## src/rtl/core/mpl_pkg.sv

```systemverilog
package mpl_pkg;

    localparam int NumPorts = 4;
    localparam int PortW    = 8;
    localparam int PortIdxW = 2;
    localparam int PinIdxW  = 3;
    localparam int CtlW     = 7;
    localparam int NestW    = 2;

    localparam logic [PortW-1:0]    LATCH_RESET = 8'hFF;
    localparam logic [PortIdxW-1:0] INT_PORT    = 2'd3;
    localparam int                  INT0_BIT    = 2;
    localparam int                  INT1_BIT    = 3;

    // interrupt_control bit positions
    localparam int CTL_EA  = 0;
    localparam int CTL_IT0 = 1;
    localparam int CTL_IT1 = 2;
    localparam int CTL_EX0 = 3;
    localparam int CTL_EX1 = 4;
    localparam int CTL_PX0 = 5;
    localparam int CTL_PX1 = 6;

    typedef enum logic [2:0] {
        OP_RESET      = 3'd0,
        OP_TICK       = 3'd1,
        OP_PORT_WRITE = 3'd2,
        OP_PIN_WRITE  = 3'd3,
        OP_PORT_READ  = 3'd4,
        OP_IRQ_ENTER  = 3'd5,
        OP_IRQ_EXIT   = 3'd6,
        OP_LATCH_LOAD = 3'd7
    } op_t;

    typedef struct packed {
        op_t                 operation;
        logic [PortIdxW-1:0] port_index;
        logic [PinIdxW-1:0]  pin_index;
        logic [PortW-1:0]    value;
        logic [CtlW-1:0]     interrupt_control;
        logic [NestW-1:0]    nesting_level;
        logic                interrupt_source;
    } item_t;

    typedef struct packed {
        logic [PortW-1:0] read_data;
        logic             set_ie0;
        logic             set_ie1;
        logic             clear_ie0;
        logic             clear_ie1;
        logic             request_int0;
        logic             request_int0_high;
        logic             request_int1;
        logic             request_int1_high;
    } result_t;

    // pipeline handshake between the output stage and the rest
    typedef struct packed {
        logic take;  // output stage can take a result this cycle
        logic fire;  // held item moves to the output stage this cycle
    } flow_t;

    // {request, high} for an enabled source; high priority allowed at depth < 2,
    // low priority only at depth 0
    function automatic logic [1:0] irq_request(
        input logic             ex,
        input logic             px,
        input logic [NestW-1:0] nest
    );
        logic [1:0] r;
        r = 2'b00;
        if (ex)
        begin
            if (px)
            begin
                if (nest < NestW'(2))
                    r = 2'b11;
            end
            else if (nest == '0)
            begin
                r = 2'b10;
            end
        end
        return r;
    endfunction

endpackage

```

## src/rtl/core/mpl_in_reg.sv

```systemverilog
module mpl_in_reg (
    input  logic          clk,
    input  logic          rst_n,
    input  logic          in_valid,
    output logic          in_stall,
    input  mpl_pkg::item_t in_item,
    input  mpl_pkg::flow_t flow,
    output logic          item_valid,
    output mpl_pkg::item_t item
);
    import mpl_pkg::*;

    logic  valid_reg;
    logic  valid_next;
    item_t item_reg;
    logic  load;

    assign in_stall   = valid_reg && !flow.take;
    assign load       = in_valid && !in_stall;
    assign valid_next = load ? 1'b1 : (flow.fire ? 1'b0 : valid_reg);

    always_ff @(posedge clk or negedge rst_n)
    begin
        if (!rst_n)
            valid_reg <= 1'b0;
        else
            valid_reg <= valid_next;
    end

    always_ff @(posedge clk)
    begin
        if (load)
            item_reg <= in_item;
    end

    assign item_valid = valid_reg;
    assign item       = item_reg;

endmodule

```

## src/rtl/core/mpl_core.sv

```systemverilog
module mpl_core (
    input  logic            clk,
    input  logic            rst_n,
    input  mpl_pkg::item_t  item,
    input  mpl_pkg::flow_t  flow,
    output mpl_pkg::result_t result
);
    import mpl_pkg::*;

    logic [PortW-1:0] latch_reg  [NumPorts];
    logic [PortW-1:0] latch_next [NumPorts];
    logic [1:0]       pending_reg;
    logic [1:0]       pending_next;

    logic [PortW-1:0] cur;
    logic [PortW-1:0] p3;
    logic [PortW-1:0] wdata;
    logic [PortW-1:0] pin_mask;
    logic             wr;
    logic             wr_int_port;
    logic             hit0;
    logic             hit1;
    logic [1:0]       req0;
    logic [1:0]       req1;
    logic             ea;

    assign cur      = latch_reg[item.port_index];
    assign p3       = latch_reg[INT_PORT];
    assign ea       = item.interrupt_control[CTL_EA];
    assign pin_mask = PortW'(1) << item.pin_index;

    always_comb
    begin
        for (int i = 0; i < NumPorts; i++)
            latch_next[i] = latch_reg[i];
        pending_next = pending_reg;
        wdata        = item.value;
        wr           = 1'b0;
        hit0         = 1'b0;
        hit1         = 1'b0;
        result       = '0;

        case (item.operation)
            OP_RESET:
            begin
                for (int i = 0; i < NumPorts; i++)
                    latch_next[i] = LATCH_RESET;
                pending_next = 2'b00;
            end
            OP_TICK:
            begin
                // level-triggered sources, gated by EA
                hit0 = ea && !p3[INT0_BIT] && !item.interrupt_control[CTL_IT0];
                hit1 = ea && !p3[INT1_BIT] && !item.interrupt_control[CTL_IT1];
            end
            OP_PORT_WRITE:
            begin
                wr = 1'b1;
            end
            OP_PIN_WRITE:
            begin
                wr    = 1'b1;
                wdata = item.value[0] ? (cur | pin_mask) : (cur & ~pin_mask);
            end
            OP_PORT_READ:
            begin
            end
            OP_IRQ_ENTER:
            begin
                pending_next[item.interrupt_source] = 1'b1;
            end
            OP_IRQ_EXIT:
            begin
                result.clear_ie0 = pending_reg[0];
                result.clear_ie1 = pending_reg[1];
                pending_next     = 2'b00;
            end
            OP_LATCH_LOAD:
            begin
                // core-side load, no edge detection
                latch_next[item.port_index] = item.value;
            end
            default:
            begin
            end
        endcase

        wr_int_port = wr && (item.port_index == INT_PORT);
        if (wr)
            latch_next[item.port_index] = wdata;
        // falling edge on INT0/INT1 pins, EA not checked here
        if (wr_int_port && p3[INT0_BIT] && !wdata[INT0_BIT]
                && item.interrupt_control[CTL_IT0])
            hit0 = 1'b1;
        if (wr_int_port && p3[INT1_BIT] && !wdata[INT1_BIT]
                && item.interrupt_control[CTL_IT1])
            hit1 = 1'b1;

        req0 = irq_request(item.interrupt_control[CTL_EX0],
                           item.interrupt_control[CTL_PX0], item.nesting_level);
        req1 = irq_request(item.interrupt_control[CTL_EX1],
                           item.interrupt_control[CTL_PX1], item.nesting_level);

        result.read_data         = latch_next[item.port_index];
        result.set_ie0           = hit0;
        result.set_ie1           = hit1;
        result.request_int0      = hit0 && req0[1];
        result.request_int0_high = hit0 && req0[0];
        result.request_int1      = hit1 && req1[1];
        result.request_int1_high = hit1 && req1[0];
    end

    always_ff @(posedge clk or negedge rst_n)
    begin
        if (!rst_n)
        begin
            for (int i = 0; i < NumPorts; i++)
                latch_reg[i] <= LATCH_RESET;
            pending_reg <= 2'b00;
        end
        else if (flow.fire)
        begin
            for (int i = 0; i < NumPorts; i++)
                latch_reg[i] <= latch_next[i];
            pending_reg <= pending_next;
        end
    end

endmodule

```

## src/rtl/core/mpl_out_reg.sv

```systemverilog
module mpl_out_reg (
    input  logic             clk,
    input  logic             rst_n,
    input  logic             item_valid,
    input  mpl_pkg::result_t result,
    output mpl_pkg::flow_t   flow,
    output logic             out_valid,
    input  logic             out_stall,
    output mpl_pkg::result_t out_result
);
    import mpl_pkg::*;

    logic    valid_reg;
    logic    valid_next;
    result_t result_reg;

    assign flow.take  = !valid_reg || !out_stall;
    assign flow.fire  = item_valid && flow.take;
    assign valid_next = flow.fire || (valid_reg && out_stall);

    always_ff @(posedge clk or negedge rst_n)
    begin
        if (!rst_n)
            valid_reg <= 1'b0;
        else
            valid_reg <= valid_next;
    end

    always_ff @(posedge clk)
    begin
        if (flow.fire)
            result_reg <= result;
    end

    assign out_valid  = valid_reg;
    assign out_result = result_reg;

endmodule

```

## src/rtl/core/mcu_port_latch_ext_interrupt.sv

```systemverilog
// 8051 port latches P0..P3 with external interrupt 0/1 detection. Every beat
// is one operation (reset, tick, port/pin write, read, irq enter/exit, latch
// load) and returns exactly one result beat. The beat sits in an input
// register, passes one level of bit logic against the four latches and the
// pending-clear marks, and lands in the result register, which drives
// out_valid; one beat is taken every cycle as long as out_stall stays low.
// Falling edges on P3.2/P3.3 are detected only on port and pin writes to port 3;
// latch loads update silently.
module mcu_port_latch_ext_interrupt (
    input  logic                          clk,
    input  logic                          rst_n,

    input  logic                          in_valid,
    output logic                          in_stall,
    input  logic [2:0]                    operation,
    input  logic [mpl_pkg::PortIdxW-1:0]  port_index,
    input  logic [mpl_pkg::PinIdxW-1:0]   pin_index,
    input  logic [mpl_pkg::PortW-1:0]     value,
    input  logic [mpl_pkg::CtlW-1:0]      interrupt_control,
    input  logic [mpl_pkg::NestW-1:0]     nesting_level,
    input  logic                          interrupt_source,

    output logic                          out_valid,
    input  logic                          out_stall,
    output logic [mpl_pkg::PortW-1:0]     read_data,
    output logic                          set_ie0,
    output logic                          set_ie1,
    output logic                          clear_ie0,
    output logic                          clear_ie1,
    output logic                          request_int0,
    output logic                          request_int0_high,
    output logic                          request_int1,
    output logic                          request_int1_high
);
    import mpl_pkg::*;

    item_t   in_item;
    item_t   item;
    logic    item_valid;
    flow_t   flow;
    result_t result;
    result_t out_result;

    always_comb
    begin
        in_item.operation         = op_t'(operation);
        in_item.port_index        = port_index;
        in_item.pin_index         = pin_index;
        in_item.value             = value;
        in_item.interrupt_control = interrupt_control;
        in_item.nesting_level     = nesting_level;
        in_item.interrupt_source  = interrupt_source;
    end

    mpl_in_reg u_in_reg (
        .clk        (clk),
        .rst_n      (rst_n),
        .in_valid   (in_valid),
        .in_stall   (in_stall),
        .in_item    (in_item),
        .flow       (flow),
        .item_valid (item_valid),
        .item       (item)
    );

    mpl_core u_core (
        .clk    (clk),
        .rst_n  (rst_n),
        .item   (item),
        .flow   (flow),
        .result (result)
    );

    mpl_out_reg u_out_reg (
        .clk        (clk),
        .rst_n      (rst_n),
        .item_valid (item_valid),
        .result     (result),
        .flow       (flow),
        .out_valid  (out_valid),
        .out_stall  (out_stall),
        .out_result (out_result)
    );

    assign read_data         = out_result.read_data;
    assign set_ie0           = out_result.set_ie0;
    assign set_ie1           = out_result.set_ie1;
    assign clear_ie0         = out_result.clear_ie0;
    assign clear_ie1         = out_result.clear_ie1;
    assign request_int0      = out_result.request_int0;
    assign request_int0_high = out_result.request_int0_high;
    assign request_int1      = out_result.request_int1;
    assign request_int1_high = out_result.request_int1_high;

endmodule
```

## config.mk

```make
export PLATFORM = sky130hd
export DESIGN_NAME = mcu_port_latch_ext_interrupt
export DESIGN_NICKNAME = d
export VERILOG_FILES = /design/src/rtl/core/mpl_pkg.sv /design/src/rtl/core/mpl_in_reg.sv /design/src/rtl/core/mpl_core.sv /design/src/rtl/core/mpl_out_reg.sv /design/src/rtl/core/mcu_port_latch_ext_interrupt.sv
export SDC_FILE = /design/constraint.sdc
export NUM_CORES = 1
export LEC_CHECK = 0
export BUFFER_PORTS_ARGS = -buffer_cell sky130_fd_sc_hd__buf_2
export CORE_MARGIN = 8
export CORE_UTILIZATION = 35
export CTS_BUF_LIST = sky130_fd_sc_hd__clkbuf_4 sky130_fd_sc_hd__clkbuf_8 sky130_fd_sc_hd__clkbuf_16
export DETAILED_ROUTE_END_ITERATION = 6
export MAX_ROUTING_LAYER = met4
export PLACE_DENSITY = 0.59
export SLEW_MARGIN = 5
export SYNTH_ARGS = -nofsm -noshare
export SYNTH_HDL_FRONTEND = slang
export SYNTH_SLANG_ARGS = --single-unit
```

## constraint.sdc

```tcl
create_clock -name clk -period 4.4 [get_ports clk]
set_clock_uncertainty 0.05 [all_clocks]
set_input_delay 0.88 -clock clk [delete_from_list [all_inputs] [get_ports clk]]
set_output_delay 0.88 -clock clk [all_outputs]
set_load 0.05 [all_outputs]
```

==> flow_summary.ini <==
[finish]
syn_to_final_growth_pct = 13.76
mostFrequentLayoutCell = o21ai_0
final_area_sq_mm = 0.005171
layoutNonFillerInstCount = 672
largest_reg_flops = 26
antenna_cells = 0
nets = 525
drive_above_1_share_pct = 22.80
fill_cells = 1289
most-common-layout-cells = o21ai_0 (56), nand2_1 (48), buf_2 (47), edfxtp_1 (42), nand3_1 (34)

[routing]
num_vias = 4004
routed_wl_microns = 13680
avgRoutedWirePerCell_microns = 20.36
ant_nets = 0
dr.pass1.iters = 7
remaining_drc_errors = 3
drtIter0Drc = 559
vias_per_cell = 5.958

[sta]
setup_viol = 0
slew_viol_final = 0
relSlewSlack_pct = 42.30
tightest_slew_ns = 0.8655
setup_tns_ns = 0
min_period_over_period_pct = 67.52
finalHoldViolations = 0
setup_ws_ns = 1.429
rsz0062_at_grt = false
min_period_ns = 2.971
fmax_mhz = 336.6

[clock_network]
postCtsSetupRepairBufs = 0
ctsHtreeMaxLevel = 3
cts.hold.buffers_added = 0
clock_latency_ns = 0.36
clock_sinks = 78
cts-buffers-inserted = 9
clkTransAtPathRegs_ns = 0.06
cts_tree = done
cts_resized = 0
root_buffer = clkbuf_16
clockBufferDepth = 2

[floorplanning]
die_w_microns = 130.0
num_rows = 41
fp.dieH_microns = 130.0
ios = 48
die_area_sq_mm = 0.01689
coreArea_sq_mm = 0.01267
initial_core_util_pct = 35.87

[placement]
dp_hpwl_microns = 9380
place_ws_ns = 1.546
place_congestion = 0.9022
port_buffers = 47
placed_area_sq_mm = 0.004892
dp_cells = 656

[critical_path]
worst-endpoint-arrival_ns = 3.01
rrSetupSlack_ns = 1.43
rr_endpoint = u_out_reg.out_result[13]
endpoint_kind = flop
cp.required_ns = 4.43
r2r_start = u_in_reg.item[21]
critPathMaxFanout = 24
rr_worst_depth = 6
critPathKind = reg -> reg
critical_path.startpoint_type = flop

[pwr]
p_leak_nw = 1.936
powerDensity_mw_per_mm2 = 452.4
power_mw = 2.339
vdd_drop_max_uv = 211.1

[logic_synthesis]
synthArstFlopShare_pct = 46.15
yosys_warnings = 0
synth_edf_count = 42
synthCells = 464
ys_seq_area_share_pct = 48.44
synth_area_sq_mm = 0.004546
avgSynthCellArea_sq_um = 9.797
synth_fp_nets = 494
yosys_register_bits = 78
synth_flop_cell = edfxtp_1
synth.distinct_cells = 61

[worst_hold_path]
holdPathStages = 2
hold_path.class = reg -> reg
hold_path.startpoint = u_core.latch_reg[23]
hold_end = u_core.latch_reg[23]

[global_route]
grt_start_max_net_pins = 50
grt_pass1_wl_microns = 21750
grt_pass1_vias = 3885
overflow = 0
antenna_found_initial = 0
grtUsageTotal_pct = 17.47

[flow_run]
drv_cap = 0

[outcome]
failed_checks = design-rule violations
status = finished, violations left
[synthesized netlist by cell type (all sizes together) (6+ instances only)]
master | count | share of area, %
a21oi | 26 | 3.2
a2bb2oi | 7 | 1.3
a31oi | 6 | 0.83
and3 | 9 | 1.2
buf | 15 | 1.9
clkbuf | 20 | 1.7
dfstp | 32 | 18
edfxtp | 42 | 28
inv | 7 | 0.58
mux2i | 6 | 1.3
mux4 | 8 | 4.5
nand2 | 48 | 4.0
nand2b | 9 | 1.2
nand3 | 34 | 3.7
nand4b | 8 | 1.5
nor2 | 29 | 2.4
nor2b | 6 | 0.83
nor3 | 8 | 0.88
o21ai | 59 | 6.7
o22ai | 22 | 3.0
[how the worst max path moves through the flow]
stage | from | to | depth (start not counted)
finish | u_in_reg.item[21] | u_out_reg.out_result[13] | 6
floorplan | out_stall | u_out_reg.out_result[0] | 4
detailed placement | u_in_reg.item[21] | u_out_reg.out_result[9] | 6
CTS | u_in_reg.item[21] | u_out_reg.out_result[13] | 6
global route | u_in_reg.item[21] | u_out_reg.out_result[13] | 6
global placement | u_in_reg.item[21] | u_out_reg.out_result[13] | 6
[per-layer routing]
layer | GRT usage [%] | up-vias | part of all wire (%) | wire, microns
met5 | - | - | 0 | 0
met2 | 25.11 | 216 | 44 | 6088
met1 | 22.49 | 1904 | 44 | 5958
li1 | - | 1846 | - | -
met3 | 4.447 | 38 | 9.0 | 1229
met4 | 8.538 | 0 | 3.0 | 404
[stage by stage]
step,hold slack [ns],utilization (%)
floorplan,0.3883,-
global placement,0.4112,38.61
detailed placement,0.4168,38.61
CTS,0.4237,40.81
global route,0.4468,40.81
finish,0.4160,40.81
[cell families (layout without fill, tap and decap cells)]
| logic type | Yosys count | after routing | synth area share [%] |
|---|---|---|---|
| DFF | 78 | 78 | 48.44 |
| buffers and inverters | 44 | 80 | 4.349 |
| and+or+nand+nor | 176 | 176 | 20.18 |
| AOI/OAI and AO/OA | 151 | 151 | 20.92 |
| muxes | 15 | 15 | 6.111 |
[critical path, cell delays in order, from the launching register on]
cell,delay [ns]
edfxtp_1,0.74
buf_4,0.40
nand2_1,0.29
a21oi_4,0.38
a2bb2oi_1,0.26
nor2_1,0.06
a2111oi_0,0.51
[area by class of cell]
cell class / count / area (sq um) / area share, %
multi-input cells: 342 / 2146 / 41.50
repair buffers: 55 / 295.3 / 5.710
clock buffers: 10 / 232.7 / 4.500
clock inverters: 6 / 46.29 / 0.8952
inverters: 9 / 33.78 / 0.6533
well taps: 172 / 215.2 / 4.162
flip-flops and latches: 78 / 2202 / 42.58
[power breakdown]
| group | switching [mW] | internal [mW] | total [mW] | leakage (nW) |
|---|---|---|---|---|
| registers | 0.137 | 0.970 | 1.11 | 0.787 |
| logic | 0.318 | 0.217 | 0.535 | 1.02 |
| clock network | 0.307 | 0.390 | 0.697 | 0.132 |
Note: power is estimated with default switching activity, not from simulation.
